### config.mk
export PLATFORM = sky130hd
export DESIGN_NAME = neighbor_cell_enumerator
export DESIGN_NICKNAME = d
export VERILOG_FILES = /design/src/design/nce_pkg.sv /design/src/design/neighbor_cell_enumerator.sv /design/src/design/nce_front.sv /design/src/design/nce_queue.sv /design/src/design/nce_back.sv
export SDC_FILE = /design/constraint.sdc
export NUM_CORES = 1
export LEC_CHECK = 0
export BUFFER_PORTS_ARGS = -buffer_cell sky130_fd_sc_hd__buf_2
export CAP_MARGIN = 25
export CELL_PAD_IN_SITES_DETAIL_PLACEMENT = 0
export CELL_PAD_IN_SITES_GLOBAL_PLACEMENT = 1
export CORE_MARGIN = 5
export CORE_UTILIZATION = 39
export DETAILED_ROUTE_END_ITERATION = 8
export PLACE_DENSITY_LB_ADDON = 0.1
export SYNTH_ARGS = -nofsm -noshare
export SYNTH_HDL_FRONTEND = slang
export SYNTH_SLANG_ARGS = --single-unit
### constraint.sdc
create_clock -name i_clk -period 5.9 [get_ports i_clk]
set_clock_uncertainty 0.15 [all_clocks]
set_input_delay 1.18 -clock i_clk [delete_from_list [all_inputs] [get_ports i_clk]]
set_output_delay 1.18 -clock i_clk [all_outputs]
set_load 0.02 [all_outputs]
### src/design/nce_pkg.sv
// shared types, constants and helper functions of the neighbor cell enumerator
package nce_pkg;

    localparam int MAX_CELLS_PER_AXIS = 64;
    localparam int COORD_W            = 6;
    localparam int SIZE_W             = 7;
    localparam int HOME_W             = 18;
    localparam int CFG_INDEX_W        = 3;
    localparam int CFG_DATA_W         = 7;
    localparam int QUEUE_DEPTH        = 2;
    localparam int QUEUE_PTR_W        = (QUEUE_DEPTH > 1) ? $clog2(QUEUE_DEPTH) : 1;
    localparam int QUEUE_CNT_W        = $clog2(QUEUE_DEPTH + 1);
    localparam int IN_TDATA_W         = 24;
    localparam int OUT_TDATA_W        = 40;

    typedef enum logic [CFG_INDEX_W-1:0] {
        CFG_CELLS_X    = 3'd0,
        CFG_CELLS_Y    = 3'd1,
        CFG_CELLS_Z    = 3'd2,
        CFG_PERIODIC_X = 3'd3,
        CFG_PERIODIC_Y = 3'd4,
        CFG_PERIODIC_Z = 3'd5
    } t_cfg_index;

    typedef struct packed {
        logic [SIZE_W-1:0] cells_x;
        logic [SIZE_W-1:0] cells_y;
        logic [SIZE_W-1:0] cells_z;
        logic              periodic_x;
        logic              periodic_y;
        logic              periodic_z;
    } t_cfg;

    // up to three distinct neighbor coordinates on one axis, first cnt valid
    typedef struct packed {
        logic [COORD_W-1:0] v0;
        logic [COORD_W-1:0] v1;
        logic [COORD_W-1:0] v2;
        logic [1:0]         cnt;
    } t_axis_list;

    typedef struct packed {
        t_axis_list        x;
        t_axis_list        y;
        t_axis_list        z;
        logic [HOME_W-1:0] home;
    } t_item;

    typedef struct packed {
        logic full;
        logic empty;
    } t_q_status;

    function automatic logic [SIZE_W-1:0] eff_size(logic [SIZE_W-1:0] reg_val);
        logic [SIZE_W-1:0] n;
        n = reg_val;
        if (reg_val == '0) begin
            n = SIZE_W'(1);
        end else if (reg_val > SIZE_W'(MAX_CELLS_PER_AXIS)) begin
            n = SIZE_W'(MAX_CELLS_PER_AXIS);
        end
        return n;
    endfunction

    function automatic logic [COORD_W-1:0] sat_coord(logic [COORD_W-1:0] c,
                                                     logic [SIZE_W-1:0] n);
        logic [SIZE_W-1:0] nm1;
        nm1 = n - SIZE_W'(1);
        return ({1'b0, c} >= n) ? nm1[COORD_W-1:0] : c;
    endfunction

    // distinct candidates c-1, c, c+1 along one axis, in first-seen order
    function automatic t_axis_list axis_list(logic [COORD_W-1:0] c,
                                             logic [SIZE_W-1:0] n,
                                             logic per);
        t_axis_list         l;
        logic               at_lo;
        logic               at_hi;
        logic [SIZE_W-1:0]  nm1;
        logic [COORD_W-1:0] lo;
        nm1   = n - SIZE_W'(1);
        at_lo = (c == '0);
        at_hi = ({1'b0, c} == nm1);
        if (per) begin
            l.v0 = at_lo ? nm1[COORD_W-1:0] : c - COORD_W'(1);
            l.v1 = c;
            l.v2 = at_hi ? '0 : c + COORD_W'(1);
            if (n == SIZE_W'(1)) begin
                l.cnt = 2'd1;
            end else if (n == SIZE_W'(2)) begin
                l.cnt = 2'd2;
            end else begin
                l.cnt = 2'd3;
            end
        end else begin
            lo    = at_lo ? c : c - COORD_W'(1);
            l.v0  = lo;
            l.v1  = lo + COORD_W'(1);
            l.v2  = lo + COORD_W'(2);
            l.cnt = 2'd3 - {1'b0, at_lo} - {1'b0, at_hi};
        end
        return l;
    endfunction

    function automatic logic [COORD_W-1:0] pick(t_axis_list l, logic [1:0] idx);
        logic [COORD_W-1:0] v;
        case (idx)
            2'd0:    v = l.v0;
            2'd1:    v = l.v1;
            default: v = l.v2;
        endcase
        return v;
    endfunction

endpackage

### src/design/neighbor_cell_enumerator.sv
// top level: one request cycles through 1 to 27 neighbor results, one per clock
//   unless the output stalls; a request passes both front stages, the queue and the
//   output register before its first result is valid
// throughput: one result per cycle unless the output stalls, set by the back walker
// the front keeps accepting until the two-entry queue and both front stages are full
// reset: synchronous active low, clears pipeline, queue and walker; sizes reset to 1,
//   wrapping off
module neighbor_cell_enumerator (
    input  logic                                 i_clk,
    input  logic                                 i_rst_n,
    input  logic                                 i_cfg_wr_en,
    input  logic [nce_pkg::CFG_INDEX_W-1:0]      i_cfg_index,
    input  logic [nce_pkg::CFG_DATA_W-1:0]       i_cfg_data,
    input  logic                                 s_axis_tvalid,
    output logic                                 s_axis_tready,
    // cell_x[5:0], cell_y[11:6], cell_z[17:12], zero fill
    input  logic [nce_pkg::IN_TDATA_W-1:0]       s_axis_tdata,
    output logic                                 m_axis_tvalid,
    input  logic                                 m_axis_tready,
    // nbr_x[5:0], nbr_y[11:6], nbr_z[17:12], home_index[35:18], zero fill
    output logic [nce_pkg::OUT_TDATA_W-1:0]      m_axis_tdata,
    output logic                                 m_axis_tlast
);

    localparam int C = nce_pkg::COORD_W;

    nce_pkg::t_cfg       r_cfg;
    nce_pkg::t_item      front_item, head_item;
    nce_pkg::t_q_status  q_status;
    logic                q_push, q_pop;
    logic [C-1:0]        nbr_x, nbr_y, nbr_z;
    logic [nce_pkg::HOME_W-1:0] home;

    always_ff @(posedge i_clk) begin
        if (!i_rst_n) begin
            r_cfg.cells_x    <= nce_pkg::SIZE_W'(1);
            r_cfg.cells_y    <= nce_pkg::SIZE_W'(1);
            r_cfg.cells_z    <= nce_pkg::SIZE_W'(1);
            r_cfg.periodic_x <= 1'b0;
            r_cfg.periodic_y <= 1'b0;
            r_cfg.periodic_z <= 1'b0;
        end else if (i_cfg_wr_en) begin
            unique case (i_cfg_index)
                nce_pkg::CFG_CELLS_X:    r_cfg.cells_x    <= i_cfg_data;
                nce_pkg::CFG_CELLS_Y:    r_cfg.cells_y    <= i_cfg_data;
                nce_pkg::CFG_CELLS_Z:    r_cfg.cells_z    <= i_cfg_data;
                nce_pkg::CFG_PERIODIC_X: r_cfg.periodic_x <= i_cfg_data[0];
                nce_pkg::CFG_PERIODIC_Y: r_cfg.periodic_y <= i_cfg_data[0];
                nce_pkg::CFG_PERIODIC_Z: r_cfg.periodic_z <= i_cfg_data[0];
                default: ;
            endcase
        end
    end

    nce_front u_front (
        .i_clk    (i_clk),
        .i_rst_n  (i_rst_n),
        .i_cfg    (r_cfg),
        .i_valid  (s_axis_tvalid),
        .o_ready  (s_axis_tready),
        .i_cell_x (s_axis_tdata[C-1:0]),
        .i_cell_y (s_axis_tdata[2*C-1:C]),
        .i_cell_z (s_axis_tdata[3*C-1:2*C]),
        .i_q      (q_status),
        .o_push   (q_push),
        .o_item   (front_item)
    );

    nce_queue u_queue (
        .i_clk    (i_clk),
        .i_rst_n  (i_rst_n),
        .i_push   (q_push),
        .i_item   (front_item),
        .i_pop    (q_pop),
        .o_item   (head_item),
        .o_status (q_status)
    );

    nce_back u_back (
        .i_clk    (i_clk),
        .i_rst_n  (i_rst_n),
        .i_item   (head_item),
        .i_q      (q_status),
        .o_pop    (q_pop),
        .o_valid  (m_axis_tvalid),
        .i_ready  (m_axis_tready),
        .o_nbr_x  (nbr_x),
        .o_nbr_y  (nbr_y),
        .o_nbr_z  (nbr_z),
        .o_home   (home),
        .o_last   (m_axis_tlast)
    );

    assign m_axis_tdata = {4'b0000, home, nbr_z, nbr_y, nbr_x};

    // queue never written when full
    a_no_overflow: assert property (@(posedge i_clk) disable iff (!i_rst_n)
        q_push |-> !q_status.full)
        else $error("queue push while full");

    // queue never read when empty
    a_no_underflow: assert property (@(posedge i_clk) disable iff (!i_rst_n)
        q_pop |-> !q_status.empty)
        else $error("queue pop while empty");

    // retiring a request always puts its final result on the output
    a_pop_marks_last: assert property (@(posedge i_clk) disable iff (!i_rst_n)
        q_pop |=> (m_axis_tvalid && m_axis_tlast))
        else $error("request retired without a last result");

endmodule

### src/design/nce_front.sv
// front end: saturates the home cell, builds per-axis neighbor lists and the home index
module nce_front (
    input  logic                           i_clk,
    input  logic                           i_rst_n,
    input  nce_pkg::t_cfg                  i_cfg,
    input  logic                           i_valid,
    output logic                           o_ready,
    input  logic [nce_pkg::COORD_W-1:0]    i_cell_x,
    input  logic [nce_pkg::COORD_W-1:0]    i_cell_y,
    input  logic [nce_pkg::COORD_W-1:0]    i_cell_z,
    input  nce_pkg::t_q_status             i_q,
    output logic                           o_push,
    output nce_pkg::t_item                 o_item
);

    localparam int NXHY_W = nce_pkg::SIZE_W + nce_pkg::COORD_W;
    localparam int NXY_W  = 2 * nce_pkg::SIZE_W;
    localparam int SUM_W  = NXY_W + nce_pkg::COORD_W + 1;

    logic [nce_pkg::SIZE_W-1:0]  nx, ny, nz;
    logic [nce_pkg::COORD_W-1:0] hx, hy, hz;
    logic                        s2_ready;
    logic [SUM_W-1:0]            home_sum;

    logic                        r_s1_valid;
    nce_pkg::t_axis_list         r_s1_x, r_s1_y, r_s1_z;
    logic [nce_pkg::COORD_W-1:0] r_s1_hx, r_s1_hz;
    logic [NXHY_W-1:0]           r_s1_nxhy;
    logic [NXY_W-1:0]            r_s1_nxy;

    logic                        r_s2_valid;
    nce_pkg::t_item              r_s2_item;

    always_comb begin
        nx = nce_pkg::eff_size(i_cfg.cells_x);
        ny = nce_pkg::eff_size(i_cfg.cells_y);
        nz = nce_pkg::eff_size(i_cfg.cells_z);
        hx = nce_pkg::sat_coord(i_cell_x, nx);
        hy = nce_pkg::sat_coord(i_cell_y, ny);
        hz = nce_pkg::sat_coord(i_cell_z, nz);
    end

    assign s2_ready = !r_s2_valid || !i_q.full;
    assign o_ready  = !r_s1_valid || s2_ready;
    assign o_push   = r_s2_valid && !i_q.full;
    assign o_item   = r_s2_item;

    // x + nx*y + nx*ny*z, the two products split across the stages
    assign home_sum = SUM_W'(r_s1_hx) + SUM_W'(r_s1_nxhy)
                    + SUM_W'(r_s1_nxy) * SUM_W'(r_s1_hz);

    always_ff @(posedge i_clk) begin
        if (!i_rst_n) begin
            r_s1_valid <= 1'b0;
            r_s2_valid <= 1'b0;
        end else begin
            if (o_ready) begin
                r_s1_valid <= i_valid;
            end
            if (s2_ready) begin
                r_s2_valid <= r_s1_valid;
            end
        end
    end

    always_ff @(posedge i_clk) begin
        if (o_ready && i_valid) begin
            r_s1_x    <= nce_pkg::axis_list(hx, nx, i_cfg.periodic_x);
            r_s1_y    <= nce_pkg::axis_list(hy, ny, i_cfg.periodic_y);
            r_s1_z    <= nce_pkg::axis_list(hz, nz, i_cfg.periodic_z);
            r_s1_hx   <= hx;
            r_s1_hz   <= hz;
            r_s1_nxhy <= nx * hy;
            r_s1_nxy  <= nx * ny;
        end
        if (s2_ready && r_s1_valid) begin
            r_s2_item.x    <= r_s1_x;
            r_s2_item.y    <= r_s1_y;
            r_s2_item.z    <= r_s1_z;
            r_s2_item.home <= home_sum[nce_pkg::HOME_W-1:0];
        end
    end

endmodule

### src/design/nce_queue.sv
// short flop-based fifo of classified requests between front and back
module nce_queue (
    input  logic               i_clk,
    input  logic               i_rst_n,
    input  logic               i_push,
    input  nce_pkg::t_item     i_item,
    input  logic               i_pop,
    output nce_pkg::t_item     o_item,
    output nce_pkg::t_q_status o_status
);

    nce_pkg::t_item                     r_mem [nce_pkg::QUEUE_DEPTH];
    logic [nce_pkg::QUEUE_PTR_W-1:0]    r_wr_ptr, r_rd_ptr;
    logic [nce_pkg::QUEUE_CNT_W-1:0]    r_count;

    assign o_status.full  = (r_count == nce_pkg::QUEUE_CNT_W'(nce_pkg::QUEUE_DEPTH));
    assign o_status.empty = (r_count == '0);
    assign o_item         = r_mem[r_rd_ptr];

    function automatic logic [nce_pkg::QUEUE_PTR_W-1:0] ptr_inc(
            logic [nce_pkg::QUEUE_PTR_W-1:0] p);
        return (p == nce_pkg::QUEUE_PTR_W'(nce_pkg::QUEUE_DEPTH - 1)) ? '0
               : p + nce_pkg::QUEUE_PTR_W'(1);
    endfunction

    always_ff @(posedge i_clk) begin
        if (!i_rst_n) begin
            r_wr_ptr <= '0;
            r_rd_ptr <= '0;
            r_count  <= '0;
        end else begin
            if (i_push) begin
                r_wr_ptr <= ptr_inc(r_wr_ptr);
            end
            if (i_pop) begin
                r_rd_ptr <= ptr_inc(r_rd_ptr);
            end
            if (i_push && !i_pop) begin
                r_count <= r_count + nce_pkg::QUEUE_CNT_W'(1);
            end else if (!i_push && i_pop) begin
                r_count <= r_count - nce_pkg::QUEUE_CNT_W'(1);
            end
        end
    end

    always_ff @(posedge i_clk) begin
        if (i_push) begin
            r_mem[r_wr_ptr] <= i_item;
        end
    end

endmodule

### src/design/nce_back.sv
// back end: walks the neighbor lists of the head request and drives the output register
module nce_back (
    input  logic                           i_clk,
    input  logic                           i_rst_n,
    input  nce_pkg::t_item                 i_item,
    input  nce_pkg::t_q_status             i_q,
    output logic                           o_pop,
    output logic                           o_valid,
    input  logic                           i_ready,
    output logic [nce_pkg::COORD_W-1:0]    o_nbr_x,
    output logic [nce_pkg::COORD_W-1:0]    o_nbr_y,
    output logic [nce_pkg::COORD_W-1:0]    o_nbr_z,
    output logic [nce_pkg::HOME_W-1:0]     o_home,
    output logic                           o_last
);

    logic [1:0] r_ix, r_iy, r_iz;
    logic [1:0] n_ix, n_iy, n_iz;
    logic       load, x_end, y_end, z_end, all_end;

    logic                        r_out_valid;
    logic [nce_pkg::COORD_W-1:0] r_nbr_x, r_nbr_y, r_nbr_z;
    logic [nce_pkg::HOME_W-1:0]  r_home;
    logic                        r_last;

    always_comb begin
        load    = !i_q.empty && (!r_out_valid || i_ready);
        x_end   = (r_ix == i_item.x.cnt - 2'd1);
        y_end   = (r_iy == i_item.y.cnt - 2'd1);
        z_end   = (r_iz == i_item.z.cnt - 2'd1);
        all_end = x_end && y_end && z_end;
        n_ix    = r_ix;
        n_iy    = r_iy;
        n_iz    = r_iz;
        if (load) begin
            if (all_end) begin
                n_ix = '0;
                n_iy = '0;
                n_iz = '0;
            end else if (z_end) begin
                n_iz = '0;
                if (y_end) begin
                    n_iy = '0;
                    n_ix = r_ix + 2'd1;
                end else begin
                    n_iy = r_iy + 2'd1;
                end
            end else begin
                n_iz = r_iz + 2'd1;
            end
        end
    end

    assign o_pop   = load && all_end;
    assign o_valid = r_out_valid;
    assign o_nbr_x = r_nbr_x;
    assign o_nbr_y = r_nbr_y;
    assign o_nbr_z = r_nbr_z;
    assign o_home  = r_home;
    assign o_last  = r_last;

    always_ff @(posedge i_clk) begin
        if (!i_rst_n) begin
            r_ix        <= '0;
            r_iy        <= '0;
            r_iz        <= '0;
            r_out_valid <= 1'b0;
        end else begin
            r_ix <= n_ix;
            r_iy <= n_iy;
            r_iz <= n_iz;
            if (load) begin
                r_out_valid <= 1'b1;
            end else if (i_ready) begin
                r_out_valid <= 1'b0;
            end
        end
    end

    always_ff @(posedge i_clk) begin
        if (load) begin
            r_nbr_x <= nce_pkg::pick(i_item.x, r_ix);
            r_nbr_y <= nce_pkg::pick(i_item.y, r_iy);
            r_nbr_z <= nce_pkg::pick(i_item.z, r_iz);
            r_home  <= i_item.home;
            r_last  <= all_end;
        end
    end

endmodule

* Yosys cells after proc, flatten, opt, wreduce, memory -nomap -nowiden
Memory sizes are Yosys's and may differ from the RTL's. A register that Yosys moved wholly into a read port is not among the register bits.
Index checks and enable logic that the tools add are counted.
Widths: inputs -> output; s select.
** Operators by class
- $add $sub $neg :: 33
- Multipliers :: 3
- Magnitude comparators :: 6
- Equality and inequality tests :: 21
- Multiplexer cells :: 48
- Reductions and logical operators :: 42
** Operators with widths (count)
- $mux 6 :: 12
- $mux 20 :: 3
- $mux 7 :: 6
- $add 6x1->6 const B :: 6
- $pmux 6 s2 :: 3
- $mux 2 :: 13
- $eq 6x7->1 :: 3
- $eq 7x1->1 const B :: 3
- $eq 7x2->1 const B :: 3
- $ge 6x7->1 :: 3
- $gt 7x7->1 const B :: 3
- $logic_not 7->1 :: 3
- $sub 7x1->7 const B :: 3
- $add 18x18->18 :: 1
- $add 6x2->6 const B :: 3
- $logic_not 6->1 :: 3
- $mul 14x6->18 :: 1
- $sub 6x1->6 const B :: 3
- $add 6x13->14 :: 1
- $mul 7x7->14 :: 1
- $reduce_and 2->1 :: 7
- $mul 7x6->13 :: 1
- $mux 1 :: 11
- $logic_and 1x1->1 :: 9
- 17 further kinds :: 48
** Storage, ports and cells
- Register bits :: 251
- Memory bits (writable) :: 156
- Bits of input ports :: 39
- Memories :: 1
** Memory list
- u_queue.r_mem :: words 2, width 78, rd ports 1, clocked after Yosys merged registers in 1, wr ports 1, RTL line nce_queue.sv:12 : nce_pkg::t_item r_mem [nce_pkg::QUEUE_DEPTH];

* Longest topological paths before layout
Gate-level depths: netlist of run 1.
- Depth in word-level cells :: 9
- Gate-level depth with buffers :: 27
- Depth with buffers taken out :: 25

* Cells and area by module
A second synthesis of run 1 with hierarchy kept.
** Unflattened totals
- Cells, all modules :: 1924
- Area, all modules :: 23637.7 um^2
** Modules (own cells, without submodules)
- nce_front :: instances 1, cells an instance 1405, area each 14795.4 um^2
- nce_queue :: instances 1, cells an instance 265, area each 5924.4 um^2
- nce_back :: instances 1, cells an instance 157, area each 1936.9 um^2
- neighbor_cell_enumerator :: instances 1, cells an instance 97, area each 980.9 um^2

* Worst setup path before layout of run 1
OpenSTA, ideal clock, no wires.
- Kind :: input port to flip-flop
- Start :: in s_axis_tdata[6] (netlist name)
- End :: reg u_front.r_s1_nxhy[12] (data pin)
- Setup time :: 0.262 ns
- Arrival :: 5.700 ns
- Required time :: 5.488 ns
- Slack :: -0.213 ns
- Cell stages on the path :: 23
- Cells stage by stage :: inv_1 > ha_1 > nand2b_1 > a31oi_1 > o21ai_1 > nand2_1 > a21o_2 > inv_1 > buf_6 > nor2_1 > fa_1 > inv_1 > fa_1 > fa_1 > inv_1 > ha_1 > a21oi_1 > o21ai_0 > a21oi_1 > o21bai_1 > a21oi_1 > mux2i_1 > nand3_1
** Between the ends
- Word-level cells in the longest chain between the ends :: 3
** RTL lines
- start: declaration :: RTL line neighbor_cell_enumerator.sv:17 : input logic [nce_pkg::IN_TDATA_W-1:0] s_axis_tdata,
- $ge 6x7->1 :: RTL line nce_pkg.sv:69 : return ({1'b0, c} >= n) ? nm1[COORD_W-1:0] : c;
- $mux 6 * :: RTL line nce_pkg.sv:69
- $mul 7x6->13 * :: RTL line nce_front.sv:73 : r_s1_nxhy <= nx * hy;
- end signal: assignment :: RTL line nce_front.sv:73
- end: declaration :: RTL line nce_front.sv:28 : logic [NXHY_W-1:0] r_s1_nxhy;
Mark *: on every way between the ends. The rest lies on a longest branch, timed or not.
A chain may end at the register's enable or synchronous reset.

* Worst setup path after layout of run 1
- Start :: reg r_cfg[14] (netlist name)
- End :: reg u_front.r_s1_nxhy[12] (data pin)
** Between the ends
- Word-level cells in the longest chain between the ends :: 6
** RTL lines
- start: declaration :: RTL line neighbor_cell_enumerator.sv:27 : nce_pkg::t_cfg r_cfg;
- $gt 7x7->1 :: RTL line nce_pkg.sv:59 : end else if (reg_val > SIZE_W'(MAX_CELLS_PER_AXIS)) begin
- $mux 7 :: RTL line nce_pkg.sv:59
- $mux 7 * :: RTL line nce_pkg.sv:57 : if (reg_val == '0) begin
- $sub 7x1->7 / $ge 6x7->1 (equally long branches) :: RTL line nce_pkg.sv:68, nce_pkg.sv:69
- $mux 6 * :: RTL line nce_pkg.sv:69
- $mul 7x6->13 * :: RTL line nce_front.sv:73
Marks and branches as above.

==> impl_results.rst, run 1 <==
.. list-table::
   :header-rows: 1

   * - Metric
     - Value
   * - Outcome
     - completed
   * - Vias
     - approximately 15000
   * - Kind of capture point of the worst setup path
     - flip-flop
   * - Global placer's final weighted congestion
     - 0.876
   * - Post-Place Cells
     - 2865
   * - Post-route clock period utilization
     - 0.966
   * - Ports placed on the boundary
     - 82
   * - Slowest stage cell on the critical path
     - sky130_fd_sc_hd__fa_1
   * - Area of the core
     - slightly below 0.06 mm2
   * - Crit path buf inv count
     - 4
   * - Standby leakage power
     - ~11 nW
   * - Initial cell density of the core
     - 0.395
   * - First element of the critical path
     - r_cfg[14]
   * - Main synth FF type
     - sky130_fd_sc_hd__edfxtp_1
   * - Crit path time final
     - about 5.7 ns
   * - Vias per Instance
     - 5.09
   * - Floorplan die area
     - ~0.065 mm2
   * - Proportion of synthesized chip area in sequential cells
     - 0.507
   * - Number of buffers between clock root and the deepest sink
     - 3
   * - Most used standard cell by instance count after synthesis
     - sky130_fd_sc_hd__edfxtp_1
   * - Critical Path Source Type
     - flip-flop
   * - Starting DRC count in detailed routing
     - approximately 830
   * - Post-place instance area
     - around 0.025 mm2
   * - Filler Cells Inserted
     - around 5500
   * - Cell count after synthesis
     - 1973
   * - Leading post-synthesis cells by instance count
     - 370 x sky130_fd_sc_hd__edfxtp_1, 202 x sky130_fd_sc_hd__nand2_1, 191 x sky130_fd_sc_hd__inv_1
   * - WP data required
     - 6.05 ns
   * - Slowest stage delay, CP
     - about 0.52 ns
   * - Path type of the worst setup path
     - flip-flop to flip-flop
   * - Worst-case hold slack
     - between 0.2 and 0.3 ns
   * - Number of library cell types mapped by synthesis
     - between 90 and 100
   * - Pwr/cell area
     - approximately 300 mW/mm2
   * - Final wirelength
     - about 51 mm
   * - Maximum achievable frequency
     - approximately 180 MHz
   * - Worst reg2reg startpoint
     - r_cfg[14]
   * - Combined area of the multi-input logic cells
     - between 0.01 and 0.015 mm2
   * - Max capacitance violation total
     - 0
   * - Number of diodes added for antenna fixing
     - 0
   * - Antenna violation net count after detailed routing
     - 0
   * - Area share of the leading cell type in the synthesized netlist
     - 0.475
   * - Count of hold buffers inserted by post-cts repair
     - 0
   * - VDD IR-drop max
     - about 0.21 mV
   * - P&R area growth vs syn
     - 15.2%
   * - Synthesis-stage register bit count
     - ~410
   * - Drt drc
     - 0
   * - Worst skew pair latency
     - about 0.58 ns
   * - Critical path cell sequence
     - or3_4, o41ai_4, ha_1, nand2b_4, a31oi_4, o21a_4, nor3_1, a21o_2, buf_4, and2_1, fa_1, fa_1, inv_1, fa_1, inv_1, ha_4, inv_1, o21ai_2, a21oi_2, o21bai_1, a21oi_2, mux2i_1, nand3_1
   * - Die Span X
     - 255 um
   * - Number of port buffers
     - 71
   * - Combined flip-flop and latch cell area
     - between 0.01 and 0.015 mm2
   * - Post-synthesis cell type with the largest combined area
     - sky130_fd_sc_hd__edfxtp_1
   * - Global router's overall resource usage
     - 0.157
   * - Wire length per cell
     - approximately 17 um
   * - CTS tree
     - done
   * - Hpwl dp
     - between 30 and 40 mm
   * - Die Ht
     - 255 um
   * - Fraction of final layout cells with drive strength greater than 1
     - 0.164
   * - First-pass GRT wire length
     - 81.9 mm
   * - Top post-synthesis cells by area
     - sky130_fd_sc_hd__edfxtp_1 47%, sky130_fd_sc_hd__fa_1 9.0%, sky130_fd_sc_hd__ha_1 7.6%
   * - Antenna violations before repair
     - 0
   * - Final hold vios
     - 0
   * - Nets
     - 2430
   * - Cell Count, Final, Fillers Out
     - between 2000 and 3000
   * - Root Buffer
     - sky130_fd_sc_hd__clkbuf_16
   * - Yosys warning total
     - 0
   * - Register clock-pin slew on the reported worst setup and hold paths
     - approximately 0.060 ns
   * - Via count of the first global-routing pass
     - 14800
   * - Critical Path Fanout Max
     - 6
   * - Mean post-synth cell area
     - around 12 um2
   * - Final slew viol count
     - 0
   * - WP data arrival
     - 5.85 ns
   * - Hold path startpoint
     - u_front.r_s1_y[11]
   * - Final std cell area, no fill
     - 0.0270 mm2
   * - Residual overflow from global routing
     - 0
   * - TritonCTS Sinks
     - 408
   * - Worst min path class
     - flip-flop to flip-flop
   * - Post-synthesis async set-or-reset flop share
     - 0
   * - R2R Setup Slk
     - 0.20 ns
   * - Largest net degree at the start of global routing
     - 62
   * - Worst slew margin relative to its limit
     - 0.337
   * - Detailed-router iteration count before antenna repair
     - 6
   * - Synthesized area
     - 0.0234 mm2
   * - Core Util, Final
     - 0.455
   * - Final setup viols
     - 0
   * - Floorplan row count
     - between 80 and 90
   * - Measured slew at the worst slew-check pin
     - 0.994 ns
   * - Inserted Clock Buffers
     - 43
   * - CTS H-tree depth
     - 2
   * - Post-synth EDFFs
     - 370
   * - Cell family with the largest share of critical-path delay
     - adder cells
==> per-layer routing <==
metal  up-vias  routed length [um]  part of all wire  global-route usage
met5         -                   0                 0                   0
li1       7330                   -                 -                   -
met4         0                1080             0.021              0.0398
met2       275               22300              0.44               0.231
met3        66                2180             0.043              0.0250
met1      7340               25600              0.50               0.242
==> worst paths after layout <==
| path | depth (start not counted) | to |
|---|---|---|
| max | 23 | u_front.r_s1_nxhy[12] |
| min | 0 | u_front.o_item[49] |
| max reg2reg | 23 | u_front.r_s1_nxhy[12] |
| min reg2reg | 0 | u_front.o_item[49] |
==> power by group <==
group | switching [mW] | internal, mW | total [mW]
sequential | 0.111 | 3.55 | 3.66
combinational | 1.01 | 0.744 | 1.75
clock | 1.14 | 1.54 | 2.69
total | 2.26 | 5.84 | 8.10
==> layout by cell type (no fill, tap or decap), drive strengths merged, types with 30 or more instances in the layout <==
| cell | netlist | final |
|---|---|---|
| a21oi | 69 | 69 |
| and2 | 41 | 41 |
| nand3 | 34 | 34 |
| clkbuf | 51 | 51 |
| o21ai | 47 | 47 |
| edfxtp | 370 | 370 |
| dfxtp | 38 | 38 |
| buf | 16 | 190 |
| fa | 105 | 105 |
| inv | 192 | 195 |
| xnor2 | 84 | 84 |
| ha | 142 | 142 |
| nor3 | 30 | 30 |
| nor2b | 40 | 40 |
| nor2 | 121 | 121 |
| mux2i | 39 | 39 |
| nand2 | 202 | 202 |
==> registers in the layout (all words and copies together), names as in the netlist, 6 cells and up, named ones only <==
register           flops
u_queue.r_mem        156
u_front.o_item        78
r_cfg                 24
u_front.r_s1_x        20
u_front.r_s1_y        20
u_front.r_s1_z        20
u_back.o_home         18
u_front.r_s1_nxy      14
u_front.r_s1_nxhy     13
u_back.o_nbr_x         6
u_back.o_nbr_y         6
u_back.o_nbr_z         6
u_front.r_s1_hx        6
u_front.r_s1_hz        6
==> logic make-up (layout without fill, tap and decap cells) <==
group,Yosys count,count (layout),synth area share
flops,408,408,0.507
fa+ha+maj,247,247,0.166
simple gates,545,545,0.111
compound gates,335,335,0.101
other cells,1,4,0.000160
xor+xnor,104,104,0.0395
buf+inv,266,468,0.0449
mux,67,67,0.0303
==> layout make-up <==
type                       instances  area share
sequential                       408       0.440
clock buffer                      51      0.0410
inverter                         199      0.0278
multi-input combinational       1302       0.396
timing repair buffer             190      0.0473
clock inverter                    28      0.0117
tap                              773      0.0359
==> repair_timing <==
item | in CTS | in global routing
gates resized for setup | 0 | 30
endpoints found under the hold margin | 0 | 0
setup buffers | 0 | 5
endpoints found under the setup margin | 0 | 4
==> stage by stage <==
step	TNS (ns)	total power, mW	worst slack, ns
2_1_floorplan	-0.0123	4.93	-0.0123
3_3_place_gp	-0.559	5.45	-0.241
3_5_place_dp	-0.754	5.47	-0.278
4_1_cts	0	8.21	0.105
5_1_grt	-0.0613	8.57	-0.0470
6_report	0	8.10	0.201
(Power assumes the default switching activity.)
==> run 2, diff against run 1 <==
--- a/config.mk
+++ b/config.mk
@@ -13,6 +13,7 @@
 export CORE_UTILIZATION = 39
 export DETAILED_ROUTE_END_ITERATION = 8
 export PLACE_DENSITY_LB_ADDON = 0.1
+export REMOVE_ABC_BUFFERS = 1
 export SYNTH_ARGS = -nofsm -noshare
 export SYNTH_HDL_FRONTEND = slang
 export SYNTH_SLANG_ARGS = --single-unit
==> run 2 against run 1 <==
Maximum frequency increased by 1.1%. Via count increased by 1.0%. Global-route usage increased by 0.28 points. Critical path type unchanged. Highest routed layer unchanged.
==> impl_results.rst, run 2 (synthesized netlist as in run 1, its figures left out) <==
.. list-table::
   :header-rows: 1

   * - Metric
     - Value
   * - Standby leakage power
     - 10.8 nW
   * - Initial cell density of the core
     - 0.395
   * - Die Span X
     - 255 um
   * - Final hold vios
     - 0
   * - Cell depth of the worst min-delay path
     - 0
   * - Register clock-pin slew on the reported worst setup and hold paths
     - approximately 0.06 ns
   * - Switch Pwr
     - 2.21 mW
   * - Worst slew margin relative to its limit
     - 0.332
   * - Path type of the worst setup path
     - flip-flop to flip-flop
   * - Power share of the sequential group
     - 0.442
   * - Post-Place Cells
     - 2856
   * - Logic gate share of total power
     - 0.205
   * - Clock share of power
     - 0.353
   * - Ports placed on the boundary
     - 82
   * - Root Buffer
     - sky130_fd_sc_hd__clkbuf_16
   * - Terminus of the critical flop-to-flop path
     - u_front.r_s1_nxhy[12]
   * - Antenna violations before repair
     - 0
   * - Hold path startpoint
     - u_front.r_s1_x[8]
   * - Via count of the first global-routing pass
     - 15200
   * - Wire length per cell
     - 17.6 um
   * - Floorplan die area
     - between 0.06 and 0.07 mm2
   * - Maximum achievable frequency
     - around 180 MHz
   * - WP data required
     - roughly 6.1 ns
   * - First-pass GRT wire length
     - approximately 83 mm
   * - Post-place instance area
     - roughly 0.025 mm2
   * - CTS H-tree depth
     - 2
   * - Global router's overall resource usage
     - 0.159
   * - Core Util, Final
     - 0.456
   * - Post-route clock period utilization
     - 0.956
   * - Nets
     - 2426
   * - Final slew viol count
     - 0
   * - Slack of the critical path
     - 0.260 ns
   * - Detailed-router iteration count before antenna repair
     - 5
   * - Max capacitance violation total
     - 0
   * - Worst min path class
     - flip-flop to flip-flop
   * - Critical Path Source Type
     - flip-flop
   * - Crit path time final
     - approximately 5.6 ns
   * - Largest net degree at the start of global routing
     - 60
   * - Number of port buffers
     - a little over 70
   * - First element of the critical path
     - r_cfg[14]
   * - Final wirelength
     - between 50 and 60 mm
   * - Leading cell type in the layout, fill and taps excluded
     - sky130_fd_sc_hd__edfxtp_1
   * - Measured slew at the worst slew-check pin
     - about 1 ns
   * - Hpwl dp
     - a little under 40 mm
   * - Area of the core
     - 0.0592 mm2
   * - Outcome
     - completed
   * - Count of hold buffers inserted by post-cts repair
     - 0
   * - Kind of capture point of the worst setup path
     - flip-flop
   * - Global placer's final weighted congestion
     - 0.877
   * - Die Ht
     - 255 um
   * - Cell Int Power
     - slightly above 6 mW
   * - TritonCTS Sinks
     - approximately 410
   * - Design Power
     - about 8.3 mW
   * - Fraction of final layout cells with drive strength greater than 1
     - 0.159
   * - Residual overflow from global routing
     - 0
   * - End point of the worst hold path
     - u_front.o_item[66]
   * - Pwr/cell area
     - about 300 mW/mm2
   * - Vias
     - between 15000 and 20000
   * - Worst-case hold slack
     - around 0.27 ns
   * - Worst Reg-to-Reg Cells
     - 24
   * - Antenna violation net count after detailed routing
     - 0
   * - Starting DRC count in detailed routing
     - just under 800
   * - Final setup viols
     - 0
   * - P&R area growth vs syn
     - 15.4%
   * - Cell Count, Final, Fillers Out
     - 2951
   * - Floorplan row count
     - 89
   * - CTS tree
     - done
   * - Register containing the most flip-flops in the final layout
     - u_queue.r_mem
   * - Total negative slack
     - 0 ns
   * - Flip-flop count of the largest register, all copies and words added
     - 156
   * - Vias per Instance
     - roughly 5.1
   * - Unrepaired setup endpoints after global routing
     - true
   * - Critical Path Fanout Max
     - 6
   * - Post-Place Setup Slack
     - -0.449 ns
   * - Switch share
     - 0.268
   * - Drt drc
     - 0
   * - Worst skew pair latency
     - approximately 0.57 ns
   * - VDD IR-drop max
     - ~0.18 mV
   * - Number of buffers between clock root and the deepest sink
     - 3
   * - WP data arrival
     - 5.80 ns
   * - Inserted Clock Buffers
     - 45
   * - R2R Setup Slk
     - about 0.26 ns
   * - Final std cell area, no fill
     - ~0.027 mm2
   * - Commonest non-fill, non-tap cells in the layout
     - 370 x sky130_fd_sc_hd__edfxtp_1, 200 x sky130_fd_sc_hd__nand2_1, 190 x sky130_fd_sc_hd__inv_1, 140 x sky130_fd_sc_hd__ha_1, 118 x sky130_fd_sc_hd__nor2_1
   * - Worst reg2reg startpoint
     - r_cfg[14]
run 2: cell types whose count changed in the layout (fill, tap and decap cells not counted), sizes merged:
| cell | delta |
|---|---|
| clkbuf | +1 |
| clkinvlp | -4 |
| buf | -7 |
| clkinv | +1 |
| diode | +2 |
| inv | +4 |
| bufinv | +3 |
run 2: worst max path at each step:
stage | end | slack (ns)
after floorplan | u_front.r_s1_nxhy[12] | -0.28
after global placement | u_front.r_s1_nxhy[12] | -0.41
after detailed placement | u_front.r_s1_nxhy[11] | -0.45
after CTS | u_front.r_s1_nxhy[11] | 0.02
after global routing | u_front.r_s1_nxhy[11] | -0.04
final | u_front.r_s1_nxhy[12] | 0.26
run 2: final cells by class:
class	instances	area, um2
multi-input cells	1302	10600
clock inverters	32	363
fillers	5487	32200
inverters	199	749
diodes	2	5.00
flip-flops and latches	408	11900
repair buffers	184	1220
well taps	773	967
clock buffers	51	1190
run 2: routing by layer:
layer,vias up,global-route usage,wire length [um]
met2,260,0.262,24700
met4,0,0.0383,1010
li1,7339,-,-
met3,67,0.0225,2130
met5,-,0,0
met1,7499,0.226,24000
run 2: power by group through the flow:
stage	combinational (mW)	clock [mW]	sequential, mW
floorplan	1.20	0	3.71
global placement	1.68	0	3.70
detailed placement	1.69	0	3.72
CTS	1.71	3.00	3.66
global route	1.92	3.12	3.67
finish	1.70	2.91	3.65
run 2: repair_timing:
item	CTS	global route
pin swaps	4	11
setup endpoints to repair	3	5
gates cloned	0	0
setup buffers	3	5
gates resized for setup	9	19
run 2: worst max-delay path, stage by stage, from the launching register on:
cell                       delay [ns]
sky130_fd_sc_hd__dfxtp_1         0.31
sky130_fd_sc_hd__or3_4           0.40
sky130_fd_sc_hd__o41ai_4         0.20
sky130_fd_sc_hd__buf_4           0.19
sky130_fd_sc_hd__ha_1            0.23
sky130_fd_sc_hd__nand2b_4        0.15
sky130_fd_sc_hd__a31oi_4         0.22
sky130_fd_sc_hd__o21ai_2         0.10
sky130_fd_sc_hd__buf_6           0.15
sky130_fd_sc_hd__a21oi_4         0.14
sky130_fd_sc_hd__a21o_1          0.16
sky130_fd_sc_hd__nor2_1          0.08
sky130_fd_sc_hd__fa_1            0.54
sky130_fd_sc_hd__inv_1           0.06
sky130_fd_sc_hd__fa_1            0.48
sky130_fd_sc_hd__fa_1            0.54
sky130_fd_sc_hd__inv_1           0.06
sky130_fd_sc_hd__ha_4            0.24
sky130_fd_sc_hd__a21oi_2         0.16
sky130_fd_sc_hd__o21ai_1         0.08
sky130_fd_sc_hd__a21oi_1         0.19
sky130_fd_sc_hd__o21bai_1        0.11
sky130_fd_sc_hd__a21oi_2         0.17
sky130_fd_sc_hd__mux2i_1         0.19
sky130_fd_sc_hd__nand3_1         0.08
==> run 3, diff against run 2 <==
--- a/config.mk
+++ b/config.mk
@@ -16,4 +16,5 @@
 export REMOVE_ABC_BUFFERS = 1
 export SYNTH_ARGS = -nofsm -noshare
 export SYNTH_HDL_FRONTEND = slang
+export SYNTH_HIERARCHICAL = 1
 export SYNTH_SLANG_ARGS = --single-unit
==> run 3 against run 2 <==
Non-clock buffer count grew 5. Cell area grew 0.22%. Via count shrank 3.5%. First-iteration DRC count shrank 13%. Flip-flop and latch count is the same. Die area grew 0.96%. Worst hold slack lost 0.0011 ns. Sequential power is essentially flat. Synthesized area grew 1.0%. Setup slack lost 0.046 ns.
==> impl_results.rst, run 3 <==
.. list-table::
   :header-rows: 1

   * - Metric
     - Value
   * - Worst skew pair latency
     - approximately 0.58 ns
   * - Cell family with the largest share of critical-path delay
     - adder cells
   * - Ports placed on the boundary
     - 82
   * - Crit path time final
     - 5.69 ns
   * - TritonCTS Sinks
     - 408
   * - Max capacitance violation total
     - 0
   * - Proportion of synthesized chip area in sequential cells
     - 0.502
   * - Hpwl dp
     - ~38 mm
   * - Antenna violations before repair
     - 1
   * - Post-synthesis xor/xnor area fraction
     - 0.0359
   * - Register containing the most flip-flops in the final layout
     - u_queue/r_mem
   * - Post-synthesis cell type with the largest combined area
     - sky130_fd_sc_hd__edfxtp_1
   * - Post-Place Cells
     - around 2800
   * - Kind of capture point of the worst setup path
     - flip-flop
   * - Number of gates on the worst path with buffers counted
     - 17
   * - Inserted Clock Buffers
     - 46
   * - Vias per Instance
     - 5.00
   * - Crit path buf inv count
     - 3
   * - Synthesized-area fraction occupied by adder cells
     - 0.169
   * - Final std cell area, no fill
     - 0.0271 mm2
   * - Post-synthesis async set-or-reset flop share
     - 0
   * - Fraction of final layout cells with drive strength greater than 1
     - 0.184
   * - Floorplan row count
     - 90
   * - Count of hold buffers inserted by post-cts repair
     - 0
   * - Simple-gate area share of the yosys netlist
     - 0.110
   * - P&R area growth vs syn
     - 14.5%
   * - Critical Path Source Type
     - flip-flop
   * - Final wirelength
     - approximately 52 mm
   * - Flip-flop count of the largest register, all copies and words added
     - 156
   * - Wire length per cell
     - between 15 and 20 um
   * - Slack of the critical path
     - 0.214 ns
   * - First-pass GRT wire length
     - roughly 83 mm
   * - Post-synth EDFFs
     - between 300 and 400
   * - Global router's overall resource usage
     - 0.157
   * - Detailed-router iteration count before antenna repair
     - 5
   * - Number of buffers between clock root and the deepest sink
     - 3
   * - Main synth FF type
     - sky130_fd_sc_hd__edfxtp_1
   * - Top post-synthesis cells by area
     - sky130_fd_sc_hd__edfxtp_1 47%, sky130_fd_sc_hd__fa_1 9.3%, sky130_fd_sc_hd__ha_1 7.6%
   * - Number of port buffers
     - 71
   * - Mean post-synth cell area
     - between 10 and 15 um2
   * - Critical path cell sequence
     - and2_1, fa_1, fa_1, inv_1, fa_1, fa_1, inv_1, ha_1, o21ai_0, nor2_1, o31a_1, o31a_1, and4_1, a2111oi_0, buf_4, a21oi_1, xnor2_1
   * - Combined flip-flop and latch cell area
     - roughly 0.012 mm2
   * - Total negative slack
     - 0 ns
   * - Leading cell type in the layout, fill and taps excluded
     - sky130_fd_sc_hd__edfxtp_1
   * - Final hold vios
     - 0
   * - Commonest non-fill, non-tap cells in the layout
     - 370 x sky130_fd_sc_hd__edfxtp_1, 205 x sky130_fd_sc_hd__nand2_1, 179 x sky130_fd_sc_hd__inv_1, 143 x sky130_fd_sc_hd__ha_1, 116 x sky130_fd_sc_hd__buf_4
   * - Worst slew margin relative to its limit
     - 0.433
   * - Maximum achievable frequency
     - about 180 MHz
   * - Drt drc
     - 0
   * - CTS H-tree depth
     - 2
   * - Design Power
     - 7.97 mW
   * - Nets
     - around 2400
   * - Vias
     - about 15000
   * - Floorplan die area
     - ~0.066 mm2
   * - Dominant combinational cell family by area after synthesis
     - adder cells
   * - Path type of the worst setup path
     - flip-flop to flip-flop
   * - Measured slew at the worst slew-check pin
     - between 0.8 and 0.9 ns
   * - Worst Reg-to-Reg Cells
     - 17
   * - CTS tree
     - done
   * - Standby leakage power
     - between 10 and 15 nW
   * - Most used standard cell by instance count after synthesis
     - sky130_fd_sc_hd__edfxtp_1
   * - Residual overflow from global routing
     - 0
   * - Compound-gate portion of the synthesized area
     - 0.0723
   * - Cell Count, Final, Fillers Out
     - 2924
   * - Global placer's final weighted congestion
     - ~0.85
   * - Post-route clock period utilization
     - 0.964
   * - Filler Cells Inserted
     - roughly 5500
   * - Initial cell density of the core
     - 0.392
   * - Register clock-pin slew on the reported worst setup and hold paths
     - approximately 0.06 ns
   * - Pwr/cell area
     - just under 300 mW/mm2
   * - Critical Path Fanout Max
     - 14
   * - Cell count after synthesis
     - ~1900
   * - Number of library cell types mapped by synthesis
     - 95
   * - VDD IR-drop max
     - about 0.21 mV
   * - Slowest stage delay, CP
     - 0.62 ns
   * - Post-Place Setup Slack
     - -0.491 ns
   * - Die Ht
     - roughly 260 um
   * - Yosys warning total
     - 6
   * - Slowest stage cell on the critical path
     - sky130_fd_sc_hd__edfxtp_1
   * - Starting DRC count in detailed routing
     - about 700
   * - Largest net degree at the start of global routing
     - 51
   * - Final slew viol count
     - 0
   * - Root Buffer
     - sky130_fd_sc_hd__clkbuf_16
   * - Synthesized area
     - between 0.02 and 0.025 mm2
   * - Worst min path class
     - flip-flop to flip-flop
   * - Mux contribution to synthesized area
     - 0.0679
   * - Antenna violation net count after detailed routing
     - 0
   * - Synthesis-stage register bit count
     - 408
   * - WP data arrival
     - between 5 and 6 ns
   * - Outcome
     - completed
   * - Die Span X
     - 256 um
   * - Combined area of the multi-input logic cells
     - 0.0108 mm2
   * - Post-place instance area
     - 0.0256 mm2
   * - Most numerous cell on the critical path
     - sky130_fd_sc_hd__fa_1
   * - Area share of the leading cell type in the synthesized netlist
     - 0.470
   * - Via count of the first global-routing pass
     - between 10000 and 15000
   * - Area of the core
     - about 0.060 mm2
   * - Leading post-synthesis cells by instance count
     - 370 x sky130_fd_sc_hd__edfxtp_1, 205 x sky130_fd_sc_hd__nand2_1, 181 x sky130_fd_sc_hd__inv_1
   * - Cell depth of the worst min-delay path
     - 0
   * - WP data required
     - 6.07 ns
   * - Final setup viols
     - 0
run 3: cell types whose count changed in the layout (fill, tap and decap cells not counted), moves of 14 or more:
cell / change
sky130_fd_sc_hd__a31oi_1: -20
sky130_fd_sc_hd__mux2_4: +21
sky130_fd_sc_hd__a22o_1: -20
sky130_fd_sc_hd__mux2_2: +44
sky130_fd_sc_hd__nor2_1: -14
sky130_fd_sc_hd__xnor2_1: -15
sky130_fd_sc_hd__and2_1: +15
sky130_fd_sc_hd__nor2b_1: -15
run 3: repair_timing:
item	CTS	global route
gates resized for setup	0	14
setup buffers	0	2
setup endpoints to repair	0	5
run 3: kinds of logic after synthesis:
kind of cell	Yosys count
muxes	140
and+or+nand+nor	530
adders and majority gates	253
buffers and inverters	247
xor gates and xnor gates	96
DFF	408
AOI/OAI and AO/OA	249
other	1
run 3: final cells by class:
type	count	share of cell area
multi-input cells	1272	0.400
clock inverters	29	0.00813
repair buffers	189	0.0468
flip-flops and latches	408	0.439
clock buffers	53	0.0435
well taps	782	0.0361
inverters	188	0.0261
diodes	3	0.000277
run 3: path summary, 6_finish.rpt:
path / startpoint / to / slack (ns)
setup / recovery: u_front/r_s1_hz[1] / u_front/o_item[17] / 0.21
hold / removal: u_front/r_s1_y[19] / u_front/o_item[57] / 0.27
setup reg to reg: u_front/r_s1_hz[1] / u_front/o_item[17] / 0.21
hold reg to reg: u_front/r_s1_y[19] / u_front/o_item[57] / 0.27
run 3: per-layer routing:
| metal | GRT usage | share of wire | vias up |
|---|---|---|---|
| li1 | - | - | 7153 |
| met2 | 0.252 | 0.46 | 232 |
| met1 | 0.225 | 0.48 | 7180 |
| met5 | 0 | 0 | - |
| met4 | 0.0408 | 0.022 | 0 |
| met3 | 0.0239 | 0.038 | 68 |
run 3: where the power goes:
| part | switching, mW | internal (mW) | total [mW] |
|---|---|---|---|
| registers | 0.104 | 3.55 | 3.66 |
| clock network | 1.15 | 1.49 | 2.64 |
| logic | 0.952 | 0.721 | 1.67 |
| total | 2.21 | 5.76 | 7.97 |
run 3: through the flow:
step,utilization,hold slack (ns)
floorplan,-,0.250
global placement,0.425,0.253
detailed placement,0.425,0.255
CTS,0.448,0.266
global route,0.449,0.274
finish,0.449,0.266
